## src/sv/bascd_pkg.sv

```systemverilog
// Shared definitions for the bitmap/attribute screen decoder.
// Holds request codes, store geometry, the queued request type and the palette.
// No dependencies.
`default_nettype none

package bascd_pkg;

  localparam logic [1:0] OP_WRITE  = 2'd0;
  localparam logic [1:0] OP_RENDER = 2'd1;
  localparam logic [1:0] OP_FRAME  = 2'd2;

  localparam int STORE_BYTES = 6912;
  localparam int ATTR_BASE   = 6144;
  localparam int SCREEN_ROWS = 192;
  localparam int ADDR_W      = 13;

  localparam logic [7:0] LEVEL_NORMAL = 8'hcd;
  localparam logic [7:0] LEVEL_BRIGHT = 8'hff;

  // One classified request as it sits in the queue. For a render, addr holds
  // the bitmap byte address; for a write it holds the store address.
  typedef struct packed {
    logic [1:0]        kind;
    logic [ADDR_W-1:0] addr;
    logic [ADDR_W-1:0] attr_addr;
    logic [7:0]        data;
    logic [7:0]        row;
    logic [4:0]        col;
  } bascd_cmd_t;

  function automatic logic [23:0] palette_rgb(input logic [3:0] idx);
    logic [7:0] lvl;
    begin
      lvl = idx[3] ? LEVEL_BRIGHT : LEVEL_NORMAL;
      return {(idx[1] ? lvl : 8'h00), (idx[2] ? lvl : 8'h00), (idx[0] ? lvl : 8'h00)};
    end
  endfunction

endpackage

`default_nettype wire

```

## src/sv/bascd_queue.sv

```systemverilog
// Request queue between the front end and the back end of the screen decoder.
// A small circular buffer of classified requests. Depends on bascd_pkg.
`default_nettype none

module bascd_queue
  import bascd_pkg::*;
#(
  parameter int DEPTH = 4
) (
  input  wire logic       clk,
  input  wire logic       rst_n,
  input  wire logic       push,
  input  wire bascd_cmd_t push_cmd,
  input  wire logic       pop,
  output logic            head_valid,
  output bascd_cmd_t      head_cmd,
  output logic            full
);

  localparam int PW = (DEPTH > 1) ? $clog2(DEPTH) : 1;
  localparam int CW = $clog2(DEPTH + 1);

  bascd_cmd_t    slots_r [DEPTH];
  logic [PW-1:0] wr_ptr_r, wr_ptr_nxt;
  logic [PW-1:0] rd_ptr_r, rd_ptr_nxt;
  logic [CW-1:0] count_r, count_nxt;

  assign head_valid = (count_r != '0);
  assign full       = (count_r == CW'(DEPTH));
  assign head_cmd   = slots_r[rd_ptr_r];

  always_comb begin
    wr_ptr_nxt = wr_ptr_r;
    rd_ptr_nxt = rd_ptr_r;
    count_nxt  = count_r;
    if (push) begin
      wr_ptr_nxt = (wr_ptr_r == PW'(DEPTH - 1)) ? '0 : wr_ptr_r + PW'(1);
    end
    if (pop) begin
      rd_ptr_nxt = (rd_ptr_r == PW'(DEPTH - 1)) ? '0 : rd_ptr_r + PW'(1);
    end
    if (push && !pop) begin
      count_nxt = count_r + CW'(1);
    end else if (pop && !push) begin
      count_nxt = count_r - CW'(1);
    end
  end

  always_ff @(posedge clk) begin
    if (!rst_n) begin
      wr_ptr_r <= '0;
      rd_ptr_r <= '0;
      count_r  <= '0;
    end else begin
      wr_ptr_r <= wr_ptr_nxt;
      rd_ptr_r <= rd_ptr_nxt;
      count_r  <= count_nxt;
    end
  end

  always_ff @(posedge clk) begin
    if (push) begin
      slots_r[wr_ptr_r] <= push_cmd;
    end
  end

  a_no_overflow: assert property (@(posedge clk) disable iff (!rst_n)
    !(push && full))
    else $error("queue written while full");

  a_no_underflow: assert property (@(posedge clk) disable iff (!rst_n)
    !(pop && !head_valid))
    else $error("queue read while empty");

  a_fill_grows: assert property (@(posedge clk) disable iff (!rst_n)
    push && !pop |=> count_r == $past(count_r) + CW'(1))
    else $error("queue fill count did not grow on a lone write");

endmodule

`default_nettype wire

```

## config.mk

```make
export PLATFORM = sky130hd
export DESIGN_NAME = bascd_queue
export DESIGN_NICKNAME = d
export VERILOG_FILES = /design/src/sv/bascd_pkg.sv /design/src/sv/bascd_queue.sv
export SDC_FILE = /design/constraint.sdc
export NUM_CORES = 1
export LEC_CHECK = 0
export BUFFER_PORTS_ARGS = -buffer_cell sky130_fd_sc_hd__buf_2
export CAP_MARGIN = 20
export CORE_UTILIZATION = 50
export DETAILED_ROUTE_END_ITERATION = 6
export PLACE_DENSITY = 0.73
export SLEW_MARGIN = 20
export SYNTH_ARGS = -nofsm -noshare
export SYNTH_HDL_FRONTEND = slang
export SYNTH_SLANG_ARGS = --single-unit
```

## constraint.sdc

```tcl
create_clock -name clk -period 2.9 [get_ports clk]
set_input_delay 0.145 -clock clk [delete_from_list [all_inputs] [get_ports clk]]
set_output_delay 0.145 -clock clk [all_outputs]
set_load 0.05 [all_outputs]
```

After elaboration in Yosys (flattened, before gate mapping):

Memories as Yosys holds them, arrays and structs flattened. A register that Yosys moved wholly into a read port is not among the register bits.
Cells that the tools add are included.

* logic and storage cells: 25
* memories kept: 1
* register bits after elaboration: 7
* bits in writable memories: 196
* bits of input ports: 53

* multiplexer cells: 8
* eq/ne operators: 3
* reduce and logical (&&, ||, !) cells: 6
* add/sub/neg operators: 4

Memory list
* slots_r: words 4, width 49, read ports 1, clocked after Yosys merged registers in 1, wr ports 1, RTL line bascd_queue.sv:23 `bascd_cmd_t slots_r [DEPTH];`

Operator list (count)
* $mux W2: 4
* $mux W3: 2
* $add A2 B1 Y2 const B: 2
* $eq A2 B2 Y1 const B: 2
* $add A3 B1 Y3 const B: 1
* $eq A3 B3 Y1 const B: 1
* $reduce_bool A3 Y1: 1
* $sub A3 B1 Y3 const B: 1
* $logic_and A1 B1 Y1: 2
* $logic_not A1 Y1: 2
* $mux W1: 2
* $reduce_bool A2 Y1: 1

Logic depth before layout (Yosys ltp):

* depth in word-level cells: 4
* mapped depth: 7

Worst setup path after synthesis:

No wires, ideal clock.

* path type: reg2reg
* from: reg wr_ptr_r[0]
* to: mem slots_r[3][0] in the netlist's numbering, enable pin
* data required time: 2489 ps
* setup slack: 769 ps
* data arrival time: 1720 ps
* path buffers: 0
* cell stages (with the launch flop): 3
* cells stage by stage: dfxtp_1 ha_1 and2_1

RTL lines
* from (decl): RTL line bascd_queue.sv:24 `logic [PW-1:0] wr_ptr_r, wr_ptr_nxt;`
* from (signal assigned): RTL line bascd_queue.sv:55 `wr_ptr_r <= wr_ptr_nxt;`
* to (decl): RTL line bascd_queue.sv:23

No word-level cell before the write port.

==> flow_summary.ini <==
[status]
status = finished with violations
violations = design-rule violations

[yosys]
synth-main-ff-cell = edfxtp_1
synth-edff-count = 196
yosys-top-cells-area = edfxtp_1, mux4_2, dfxtp_1
avgSynthCellArea_um2 = 25.17
netlist_instances = 300
syn-cell-area_um2 = 7551
yosysWarnings = 0
yosysTopAreaCellShare = 0.7795
synth_cell_types = 24
async_flop_share = 0
ys_seq_area_frac = 0.8033
yosys.area.top_type = edfxtp_1
synth_nets = 360
ys_seq_elements = 205

[clock_tree]
clkLatencyLatePin_ns = 0.48
htreeDepth = 1
clockRootBuffer = clkbuf_16
cts_buffers = 22
clk_path_buf_depth = 3
cts_resized = 0
cts_sinks = 205
path_clk_slew_ns = 0.05
cts_tree = done

[final_layout]
diodes = 0
multiInputGateArea_um2 = 1380
layout.nets = 535
final_core_util = 0.6503
synthToLayoutAreaGrowth_pct = 26.11
nFillCells = 984
ff_latch_area_um2 = 6071
stdcell_area_um2 = 9523
drive_above_1_share = 0.3890

[floorplan]
dieWidth_um = 124.9
die_area_um2 = 15600
ioPinCount = 104
num_rows = 44
initial_core_util = 0.5156
coreArea_um2 = 14640
die_h_um = 124.9

[worst_setup_path]
crit_path_top_delay_cell = dfxtp_4
critPathKind = register to output port
critPathArrivalTime_ns = 2.23
timing.rr.end = slots_r[1][39]
cp-start-kind = register
rrSetupSlack_ns = 1.12
r2r_start = wr_ptr_r[0]
critPathRequiredTime_ns = 2.76
r2r_cells = 3
worstPathMaxFanout = 21
slowest_delay_ns = 0.62
crit_chain = buf_4, mux4_2, buf_2
end_kind = output port

[hold_path]
hp-start = pop
worst_hold_path.num_cells = 3
holdCritPathClass = input port to register

[flow_run]
drv_cap = 0

[drt]
vias = 3613
wl_mm = 13.37
first_pass_iters = 6
vias_per_cell = 5.353
drc_errors = 20
wl_per_cell_um = 19.80
drt_iter0_drc = 244
antenna_left = 0

[timing]
setup_viol = 0
period_minus_slack_ns = 2.374
rsz0062_at_grt = false
slew_headroom = 0.5557
worst_clock_skew_ns = 0.005124
hold_viol = 0
fin_crit_sh = 0.8186
clock.fmax_mhz = 421.2
max_slew.worst_pin.slew_ns = 0.6665
fin_setup_tns_ns = 0
maxSlewViolCount = 0

[placed_design]
place.gp.congestion = 0.7188
dpl_cell_area_um2 = 8354
portBuffers = 103
dpl.hpwl_mm = 8.090

[pwr]
p_leak_nw = 3.294
ir_drop_mv = 0.4237
power.density_nw_per_um2 = 726.2

[global_route]
grt.total_usage = 0.1789
grt_pass1_vias = 3941
antenna_found_initial = 0
grt_pass1_wl_mm = 21.33
gr-total-overflow = 0
grt_max_degree = 39
[metrics by stage]
step,setup WS [ns],instances,hold WS (ns),power (mW)
6_report,0.5259,675,0.04304,6.916
5_1_grt,0.3871,675,0.04669,7.167
4_1_cts,0.4632,675,0.03205,6.987
3_5_place_dp,0.9777,585,0.3630,4.371
3_3_place_gp,1.019,585,0.3557,4.346
2_1_floorplan,0.7690,300,0.2439,4.130
[synth_stat cells (2+ instances only)]
library cell	n
and2_1	5
buf_1	3
buf_12	2
buf_2	2
buf_4	3
dfxtp_1	9
edfxtp_1	196
ha_1	6
inv_1	4
mux2i_1	4
mux4_1	2
mux4_2	47
nor2b_1	5
or3_1	2
[final cells by class]
class | instances | share of cell area
sequential | 205 | 0.6375
multi-input combinational | 80 | 0.1449
timing repair buffer | 162 | 0.1217
clock buffer | 36 | 0.06556
tap | 184 | 0.02418
clock inverter | 4 | 0.004599
inverter | 4 | 0.001577
[worst max-delay path by stage]
stage | endpoint | slack (ns) | cells past startpoint
5_1_grt | head_cmd[19] | 0.39 | 3
3_3_place_gp | head_cmd[2] | 1.02 | 3
2_1_floorplan | slots_r[3][0] | 0.77 | 2
4_1_cts | head_cmd[28] | 0.46 | 3
3_5_place_dp | head_cmd[28] | 0.98 | 3
6_report | head_cmd[19] | 0.53 | 3
[what timing repair did]
| action | 4_1_cts | 5_1_grt |
|---|---|---|
| endpoints found under the hold margin | 204 | 0 |
| hold buffers | 50 | 0 |
| setup buffers | 0 | 0 |
[worst max-delay path, delay by kind of cell, from the launching register on]
kind	cells	cell delay [ns]
buffers and inverters	2	0.57
DFF	1	0.62
muxes	1	0.54
[state kept, by name, summed over array words and instances, names as in the netlist, named ones only]
register  flops
count_r       3
wr_ptr_r      2
slots_r     196
rd_ptr_r      2
[power breakdown]
part,internal (mW),switching [mW],leakage (nW)
registers,3.39,0.0565,1.88
logic,0.313,0.592,1.10
clock network,1.55,1.01,0.322
total,5.26,1.66,3.29
[metal layers]
layer	share of wire	vias to the layer above	GRT usage
li1	-	1621	-
met1	0.44	1855	0.2448
met2	0.49	118	0.2954
met3	0.058	19	0.03909
met4	0.012	0	0.04519
met5	0	-	0
[cell families (layout without fill, tap and decap cells)]
| group | after synthesis | after routing | synth area share |
|---|---|---|---|
| xor+xnor | 2 | 2 | 0.002320 |
| fa+ha+maj | 7 | 7 | 0.01259 |
| buf+inv | 15 | 206 | 0.01458 |
| mux | 53 | 53 | 0.1524 |
| simple gates | 15 | 15 | 0.01210 |
| compound gates | 3 | 3 | 0.002651 |
| flops | 205 | 205 | 0.8033 |
[cells in the final DEF, fill, tap and decap left out, drive strengths merged, types with 2 or more instances in the layout]
| cell | Yosys | routed |
|---|---|---|
| mux4 | 49 | 49 |
| clkbuf | 0 | 36 |
| buf | 11 | 112 |
| and2 | 5 | 5 |
| ha | 6 | 6 |
| clkinv | 0 | 3 |
| inv | 4 | 4 |
| dlygate4sd3 | 0 | 50 |
| nor2b | 5 | 5 |
| edfxtp | 196 | 196 |
| dfxtp | 9 | 9 |
| or3 | 2 | 2 |
| mux2i | 4 | 4 |
Note: power is estimated with default switching activity, not from simulation.
