===== config.mk =====
export PLATFORM = sky130hd
export DESIGN_NAME = bascd_front
export DESIGN_NICKNAME = d
export VERILOG_FILES = /design/src/sv/bascd_pkg.sv /design/src/sv/bascd_front.sv
export SDC_FILE = /design/constraint.sdc
export NUM_CORES = 1
export LEC_CHECK = 0
export BUFFER_PORTS_ARGS = -buffer_cell sky130_fd_sc_hd__buf_2
export CORE_ASPECT_RATIO = 1.25
export CORE_UTILIZATION = 32
export DETAILED_ROUTE_END_ITERATION = 6
export MAX_ROUTING_LAYER = met4
export PLACE_DENSITY = 0.95
export SLEW_MARGIN = 20
export SYNTH_ARGS = -nofsm -noshare
export SYNTH_HDL_FRONTEND = slang
export SYNTH_SLANG_ARGS = --single-unit

===== constraint.sdc =====
create_clock -name vclk -period 1.71
set_clock_uncertainty 0.05 [all_clocks]
set_input_delay 0.171 -clock vclk [all_inputs]
set_output_delay 0.171 -clock vclk [all_outputs]
set_load 0.005 [all_outputs]

===== src/sv/bascd_pkg.sv =====
// Shared definitions for the bitmap/attribute screen decoder.
// Holds request codes, store geometry, the queued request type and the palette.
// No dependencies.
`default_nettype none

package bascd_pkg;

  localparam logic [1:0] OP_WRITE  = 2'd0;
  localparam logic [1:0] OP_RENDER = 2'd1;
  localparam logic [1:0] OP_FRAME  = 2'd2;

  localparam int STORE_BYTES = 6912;
  localparam int ATTR_BASE   = 6144;
  localparam int SCREEN_ROWS = 192;
  localparam int ADDR_W      = 13;

  localparam logic [7:0] LEVEL_NORMAL = 8'hcd;
  localparam logic [7:0] LEVEL_BRIGHT = 8'hff;

  // One classified request as it sits in the queue. For a render, addr holds
  // the bitmap byte address; for a write it holds the store address.
  typedef struct packed {
    logic [1:0]        kind;
    logic [ADDR_W-1:0] addr;
    logic [ADDR_W-1:0] attr_addr;
    logic [7:0]        data;
    logic [7:0]        row;
    logic [4:0]        col;
  } bascd_cmd_t;

  function automatic logic [23:0] palette_rgb(input logic [3:0] idx);
    logic [7:0] lvl;
    begin
      lvl = idx[3] ? LEVEL_BRIGHT : LEVEL_NORMAL;
      return {(idx[1] ? lvl : 8'h00), (idx[2] ? lvl : 8'h00), (idx[0] ? lvl : 8'h00)};
    end
  endfunction

endpackage

`default_nettype wire


===== src/sv/bascd_front.sv =====
// Front end of the screen decoder: takes requests and classifies them.
// Computes store addresses for renders and drops requests that do nothing.
// Depends on bascd_pkg.
`default_nettype none

module bascd_front
  import bascd_pkg::*;
(
  input  wire logic        start,
  output logic             busy,
  input  wire logic [1:0]  in_opcode,
  input  wire logic [12:0] in_mem_address,
  input  wire logic [7:0]  in_mem_data,
  input  wire logic [7:0]  in_row,
  input  wire logic [4:0]  in_column_byte,
  input  wire logic        queue_full,
  input  wire logic        clearing,
  output logic             push,
  output bascd_cmd_t       cmd
);

  logic       accept;
  logic       keep;
  logic [7:0] ybits;

  assign busy   = queue_full | clearing;
  assign accept = start & ~busy;
  assign push   = accept & keep;

  // Scanline bits 5..3 and 2..0 trade places in the bitmap address.
  assign ybits = {in_row[7:6], in_row[2:0], in_row[5:3]};

  always_comb begin
    cmd.kind      = in_opcode;
    cmd.addr      = in_mem_address;
    cmd.attr_addr = ADDR_W'(ATTR_BASE) + ADDR_W'({in_row[7:3], in_column_byte});
    cmd.data      = in_mem_data;
    cmd.row       = in_row;
    cmd.col       = in_column_byte;
    keep          = 1'b0;
    case (in_opcode)
      OP_WRITE: begin
        keep = (in_mem_address < ADDR_W'(STORE_BYTES));
      end
      OP_RENDER: begin
        cmd.addr = {ybits, in_column_byte};
        keep     = (in_row < 8'(SCREEN_ROWS));
      end
      OP_FRAME: begin
        keep = 1'b1;
      end
      default: begin
        keep = 1'b0;
      end
    endcase
  end

endmodule

`default_nettype wire


# After elaboration in Yosys (flattened, before gate mapping)
# Cells that the tools add are included.
# word_totals
register_bits	0
latchBits	0
elab_cells	12
memories	0
mem_bits_rw	0
out_inout_bits	51
mem_bits_ro	0
in_bits	39
# classes
reduce_logical	1
mul	0
bitwise_logic	4
add_sub_neg	1
order_cmp	2
muxes	2
shifts	0
n_div	0
n_eq_ne	2
# op_table
op	count
12-bit by 11-bit adder with 13-bit output (first input constant)	1
13-bit < comparator (second input constant)	1
13-bit two-way mux	1
8-bit < comparator (second input constant)	1
1-bit one-hot mux with 3 select lines	1
1-bit bitwise AND	2
2-bit by 1-bit == test with 1-bit output (second input constant)	1
2-bit == test (second input constant)	1
2-bit zero test	1
1-bit NOT	1
1-bit bitwise OR	1

# Longest topological paths before layout
# Gate-level depths: netlist of run 1.
# depth
ltp_word	4
mapped_depth	3
mapped_depth_nobuf	2

# Worst setup path after synthesis of run 1
# No wires, ideal clock.
# synth_timing
kind	in2out
start	input port in_opcode[0]
end	output port cmd[34] in the netlist's numbering
setup_slack_ns	0.686
arrival_ns	0.803
path_stages	3
required_ns	1.489
path_buffers	1
path_cell_list	nor2b_4 -> buf_12 -> mux2_4
# synth_lines
element	line_no	text
start, declared	bascd_front.sv:11	input wire logic [1:0] in_opcode,
end, declared	bascd_front.sv:19	output bascd_cmd_t cmd

==> flow_summary.yaml, run 1 <==
setup_path:
  cp.arrival_ns: 1.05
  path_buf_inv: 3
  cp_data_required_time_ns: 1.49
  worst-setup-path-type: "primary input to output port"
  end_kind: "output port"
  crit_fanout: 13
  cp_cell_sequence: "buf_2, nor2b_4, buf_12, mux2_2, buf_2"
  start_kind: "primary input"
  critPathTopFamily: "buffers and inverters"
  crit_slowest_cell: "mux2_2"
  max_stage_delay_ns: 0.33
  cpMostUsedCell: "buf_2"
routing:
  drtAntennaViolNets: 0
  vias: 512
  routed_wl_mm: 1.24
  dr.pass1.iters: 2
  dr.first_iter.drc_count: 3
  drc: 0
  avgViaCountPerCell: 4.53
  wire_per_inst_um: 11.0
power_and_ir_drop:
  p_total_mw: 0.166
  powerDensity_mw_per_mm2: 252
  ir_drop_mv: 0.100
  power.leakage_nw: 0.417
place:
  place_hpwl_mm: 1.14
  gp_congestion: 0.736
  portBuffers: 71
clock_tree:
  postCtsSetupRepairBufs: 0
  cts_resized: 0
  hold_buffers: 0
hold_path:
  whs_path_depth: 0
  hold_path_end: "cmd[13]"
  min_from: "in_mem_data[0]"
  hp-class: "primary input to output port"
timing:
  rsz0062_at_grt: "no"
  timing.fmax_mhz: 784
  final.setup.tns_ns: 0
  period_share_pct: 74.6
  drv_slew: 0
  setup_viol: 0
  hold_viol_final: 0
  fin_crit_ns: 1.28
grt:
  grt_max_degree: 14
  antenna_found_initial: 0
  grt_pass1_vias: 389
  grt_overflow: 0
  grt_pass1_wl_mm: 1.47
  track_usage_pct: 10.9
final_layout:
  diodes: 0
  seq_cells: 0
  fillers: 152
  clock_buffers: 0
  area.sequential_um2: 0
  nNetsFinal: 136
  layout-drive-gt1-share_pct: 91.6
  multi_input_area_um2: 260
  area_delta_synth_final_pct: 20.4
job:
  maxCapViolations: 0
synth:
  synth_cells: 59
  synth-seq-area-share_pct: 0
  syn_area_per_cell_um2: 9.27
  synth.distinct_cells: 11
  yosys_warnings: 0
  netlist_area_um2: 547
die:
  coreArea_mm2: 0.00158
  ios: 90
  core.rowCount: 16
  die_h_um: 48.2
  die_w_um: 39.0
  dieArea_mm2: 0.00188
  initial_core_util_pct: 34.6
status:
  run_status: "complete, no violations"
[report_power, final]
| group | switching [mW] | total (mW) | internal [mW] |
|---|---|---|---|
| Combinational | 0.0619 | 0.166 | 0.104 |
| Sequential | 0 | 0 | 0 |
| Clock | 0 | 0 | 0 |
[layer usage]
| metal | vias up | track usage, % | wire [µm] | share of wire (%) |
|---|---|---|---|---|
| li1 | 230 | - | - | - |
| met4 | 0 | 0 | 0 | 0 |
| met1 | 228 | 12.9 | 442 | 36 |
| met2 | 54 | 21.7 | 637 | 51 |
| met5 | - | - | 0 | 0 |
| met3 | 0 | 0 | 161 | 13 |
[placed cells by master (no fill, tap or decap)]
master / instances
nor2b_4: 1
or3b_1: 1
or2_2: 1
buf_12: 1
a221oi_1: 1
mux2_4: 10
and4bb_1: 1
a21o_1: 2
buf_2: 71
conb_1: 3
mux2_2: 3
[stage by stage]
| step | worst slack, ns | std cells | util (%) | hold WS [ns] | area [µm²] |
|---|---|---|---|---|---|
| CTS | 0.422 | 113 | 41.6 | 0.292 | 658 |
| floorplan | 0.686 | 60 | - | 0.358 | 551 |
| detailed placement | 0.425 | 113 | 41.6 | 0.292 | 658 |
| finish | 0.434 | 113 | 41.6 | 0.292 | 658 |
| global placement | 0.447 | 113 | 41.6 | 0.292 | 658 |
| global route | 0.386 | 113 | 41.6 | 0.292 | 658 |
[worst max-delay path by stage]
| stage | from | endpoint | slack (ns) | cells after the start |
|---|---|---|---|---|
| 2_1_floorplan | in_opcode[0] | cmd[34] | 0.69 | 3 |
| 3_3_place_gp | in_opcode[0] | cmd[46] | 0.45 | 5 |
| 3_5_place_dp | in_opcode[0] | cmd[46] | 0.42 | 5 |
| 4_1_cts | in_opcode[0] | cmd[46] | 0.42 | 5 |
| 5_1_grt | clearing | push | 0.39 | 4 |
| 6_report | in_opcode[0] | cmd[46] | 0.43 | 5 |
[synthesized netlist by cell type]
| cell type | n | area [µm²] |
|---|---|---|
| buf_4 | 36 | 270 |
| mux2_4 | 10 | 150 |
| mux2_2 | 3 | 33.8 |
| a21o_1 | 2 | 15.0 |
| conb_1 | 2 | 7.51 |
| a221oi_1 | 1 | 8.76 |
| and4bb_1 | 1 | 12.5 |
| buf_12 | 1 | 20.0 |
| nor2b_4 | 1 | 13.8 |
| or2_2 | 1 | 6.26 |
| or3b_1 | 1 | 8.76 |
[logic make-up (layout without fill, tap and decap cells)]
group / after synthesis / after routing / share of synthesized area [%]
buffers and inverters: 37 / 72 / 53.1
multiplexers: 13 / 13 / 33.6
AND/OR/NAND/NOR: 4 / 4 / 7.55
AO/OA/AOI/OAI: 3 / 3 / 4.35
other: 2 / 3 / 1.37
[area by class of cell]
| cell class | count | area share (%) |
|---|---|---|
| repair buffers | 72 | 57.0 |
| multi-input cells | 23 | 39.5 |
| well taps | 18 | 3.42 |
Note: power is estimated with default switching activity, not from simulation.
==> run 2: changes to the inputs <==
CORE_UTILIZATION = 29   (was 32)
PLACE_DENSITY = 0.91   (was 0.95)
clock period = 1.2 ns   (was 1.71 ns; I/O delays follow)
==> run 2 against run 1 <==
Against the previous run: worst hold slack lost 0.10 ns; critical endpoint is now push; core utilization down 3.7 points; largest cell class unchanged; cell count increased by 3.5%; global-route usage is 1.6 points higher; first-iteration DRC count is 100% lower; cell area rose by 1.7%.
==> flow_summary.yaml, run 2 (synthesis gave the netlist of run 1 again) <==
status:
  run_status: "complete, no violations"
routing:
  drtAntennaViolNets: 0
  dr.first_iter.drc_count: 0
  vias: 513
  avgViaCountPerCell: 4.38
  drc: 0
  wire_per_inst_um: 11.6
  routed_wl_mm: 1.35
  dr.pass1.iters: 1
grt:
  antenna_found_initial: 0
  grt_overflow: 0
  grt_pass1_vias: 461
  grt.busiest_layer: "met2"
  grt_use_met1_pct: 13.4
  track_usage_pct: 12.5
  grt_max_degree: 8
  grt_use_met3_pct: 1.33
  use_met2_pct: 24.0
  grt_pass1_wl_mm: 1.90
power_and_ir_drop:
  p_sw_share_pct: 37.1
  powerDensity_mw_per_mm2: 357
  p_int_mw: 0.150
  p_comb_share_pct: 100.0
  switching_power_mw: 0.0887
  power.leakage_nw: 0.428
  ir_drop_mv: 0.118
  p_total_mw: 0.239
  p_clk_share_pct: 0
  pwr-share-seq_pct: 0
timing:
  hold_viol_final: 0
  period_share_pct: 97.7
  hold_slack_ns: 0.190
  setup_viol: 0
  timing.fmax_mhz: 853
  fin_crit_ns: 1.17
  drv_slew: 0
  rsz0062_at_grt: "yes"
die:
  die_h_um: 50.5
  die_w_um: 40.8
  dieArea_mm2: 0.00206
  coreArea_mm2: 0.00177
  ios: 90
  core.rowCount: 17
  initial_core_util_pct: 31.0
final_layout:
  final_common_cell: "buf_2"
  layout.cells.non_filler: 117
  mostFrequentLayoutCells: "buf_2, mux2_4, buf_4"
  area_delta_synth_final_pct: 22.4
  diodes: 0
  layout-drive-gt1-share_pct: 91.8
  clock_buffers: 0
  seq_cells: 0
  fillers: 189
  nNetsFinal: 139
  area.sequential_um2: 0
setup_path:
  crit_fanout: 2
  end_kind: "output port"
  cp.arrival_ns: 1.00
  worst-setup-path-type: "primary input to output port"
  start_kind: "primary input"
  cp_data_required_time_ns: 1.03
clock_tree:
  postCtsSetupRepairBufs: 0
  cts_resized: 0
  hold_buffers: 0
job:
  maxCapViolations: 0
place:
  gp_congestion: 0.759
  dp.cells: 117
  place_hpwl_mm: 1.28
  portBuffers: 71
hold_path:
  hp-class: "primary input to output port"
==> run 2: cell count changes in the layout (fill, tap and decap cells not counted) <==
cell,before,now
buf_4,0,4
buf_12,1,0
==> run 2: cell type report <==
cell class | instances | area [µm²] | area share (%)
Multi-Input combinational cell | 23 | 260 | 38.9
Timing Repair Buffer | 75 | 385 | 57.6
Tap cell | 19 | 23.8 | 3.55
==> run 2: path summary, 6_finish.rpt <==
| check | cells past startpoint | to | start |
|---|---|---|---|
| worst max-delay path | 4 | push | clearing |
| worst min-delay path | 0 | cmd[15] | in_mem_data[2] |
==> run 2: power groups by stage <==
stage,registers [mW],logic [mW],clock network (mW)
floorplan,0,0.186,0
global placement,0,0.237,0
finish,0,0.239,0
detailed placement,0,0.242,0
global route,0,0.267,0
CTS,0,0.243,0
==> run 2: metal layers <==
layer / share of wire [%] / wire length (µm)
met4: 0 / 0
met5: 0 / 0
met2: 48 / 648
met1: 35 / 480
met3: 17 / 225
==> run 2: through the flow <==
stage	utilization [%]	area, µm²	setup WS (ns)	setup TNS [ns]
3_3_place_gp	37.9	669	0.0577	0
5_1_grt	37.9	669	-0.00337	-0.00337
2_1_floorplan	-	551	0.278	0
4_1_cts	37.9	669	0.0185	0
3_5_place_dp	37.9	669	0.0185	0
6_report	37.9	669	0.0270	0
==> run 2: critical path: stages <==
cell	delay (ns)
buf_2	0.10
or3b_1	0.37
a221oi_1	0.24
buf_2	0.17
==> run 3: changes to the inputs <==
CORE_ASPECT_RATIO = default   (was 1.25)
==> run 3 against run 2 <==
Against the previous run: global-route usage shrank 1.6 points; core utilization is 1.8 points higher; die area is essentially flat; non-clock buffer count unchanged; via count fell by 3.3%; first-iteration DRC count unchanged; worst hold slack about the same; routed wire length is 5.2% lower; fmax rose by 1.7%; sequential share of layout area unchanged; largest cell class unchanged; highest routed layer is now met4.
==> flow_summary.yaml, run 3 (synthesis gave the netlist of run 1 again) <==
timing:
  final.setup.tns_ns: 0
  rsz0062_at_grt: "no"
  timing.fmax_mhz: 867
  hold_viol_final: 0
  fin_crit_ns: 1.15
  drv_slew: 0
  period_share_pct: 96.1
  setup_viol: 0
job:
  maxCapViolations: 0
power_and_ir_drop:
  power.leakage_nw: 0.433
  p_comb_share_pct: 100.0
  p_int_mw: 0.156
  p_sw_share_pct: 37.2
  pwr-share-seq_pct: 0
  powerDensity_mw_per_mm2: 358
  p_clk_share_pct: 0
  ir_drop_mv: 0.102
  switching_power_mw: 0.0923
clock_tree:
  postCtsSetupRepairBufs: 0
setup_path:
  crit_slowest_cell: "mux2_2"
  crit_fanout: 7
  max_stage_delay_ns: 0.32
  cp_data_required_time_ns: 1.03
  cpMostUsedCell: "buf_2"
  start_kind: "primary input"
  worst-setup-path-type: "primary input to output port"
  end_kind: "output port"
  cp.arrival_ns: 0.98
  cp_cell_sequence: "buf_2, nor2b_4, buf_12, mux2_2, buf_2"
die:
  die_w_um: 45.4
  die_h_um: 45.4
  core.rowCount: 15
  coreArea_mm2: 0.00175
  ios: 90
  initial_core_util_pct: 31.3
  dieArea_mm2: 0.00206
place:
  place_hpwl_mm: 1.23
  portBuffers: 71
  dpl_cell_area_um2: 689
  gp_congestion: 0.619
final_layout:
  clock_buffers: 0
  layout-drive-gt1-share_pct: 91.8
  seq_cells: 0
  multi_input_area_um2: 260
  area_delta_synth_final_pct: 26.8
  final_common_cell: "buf_2"
  diodes: 0
  area.sequential_um2: 0
  nNetsFinal: 139
  fillers: 189
  final_cell_area_um2: 693
  mostFrequentLayoutCells: "buf_2, mux2_4, mux2_2, conb_1"
routing:
  routed_wl_mm: 1.28
  drtAntennaViolNets: 0
  wire_per_inst_um: 10.4
  dr.first_iter.drc_count: 0
  vias: 496
  avgViaCountPerCell: 4.03
  dr.pass1.iters: 1
  drc: 0
status:
  run_status: "complete, no violations"
grt:
  antenna_found_initial: 0
  grt_max_degree: 8
  track_usage_pct: 10.9
  grt_overflow: 0
  grt_pass1_wl_mm: 1.67
  grt_pass1_vias: 425
hold_path:
  hp-class: "primary input to output port"
-- run 3: final cells by class --
cell class	instances	area share (%)
Tap cell	25	4.51
Multi-Input combinational cell	23	37.5
Timing Repair Buffer	75	57.9
-- run 3: routing by layer --
layer	track usage [%]	share of wire (%)	up-vias
li1	-	-	235
met2	25.4	60	40
met3	1.19	9.7	2
met5	-	0	-
met1	8.10	30	219
met4	1.82	0.16	0
-- run 3: per-stage QoR --
step | worst slack [ns] | total power [mW] | utilization (%) | std cells | hold WS, ns
2_1_floorplan | 0.278 | 0.186 | - | 60 | 0.256
3_3_place_gp | 0.0418 | 0.244 | 39.5 | 123 | 0.190
3_5_place_dp | 0.0221 | 0.251 | 39.5 | 123 | 0.190
4_1_cts | 0.0205 | 0.251 | 39.5 | 123 | 0.190
5_1_grt | 0.000744 | 0.272 | 39.7 | 123 | 0.190
6_report | 0.0471 | 0.248 | 39.7 | 123 | 0.190
-- run 3: repair_timing --
item                                   4_1_cts  5_1_grt
gates resized for setup                      0        1
setup endpoints to repair                    0        6
hold buffers                                 0        0
endpoints found under the hold margin        0        0
-- run 3: worst paths after layout --
check	cells past startpoint	to	slack, ns	start
worst min-delay path	0	cmd[13]	0.19	in_mem_data[0]
worst max-delay path	5	cmd[46]	0.05	in_opcode[1]
-- run 3: worst max-delay path: cells and delay by family --
| kind | cells | cell delay (ns) |
|---|---|---|
| simple gates | 1 | 0.15 |
| buf+inv | 3 | 0.39 |
| mux | 1 | 0.32 |
-- run 3: power by group through the flow --
stage | logic (mW) | clock network, mW | registers (mW)
6_report | 0.248 | 0 | 0
2_1_floorplan | 0.186 | 0 | 0
4_1_cts | 0.251 | 0 | 0
5_1_grt | 0.272 | 0 | 0
3_5_place_dp | 0.251 | 0 | 0
3_3_place_gp | 0.244 | 0 | 0
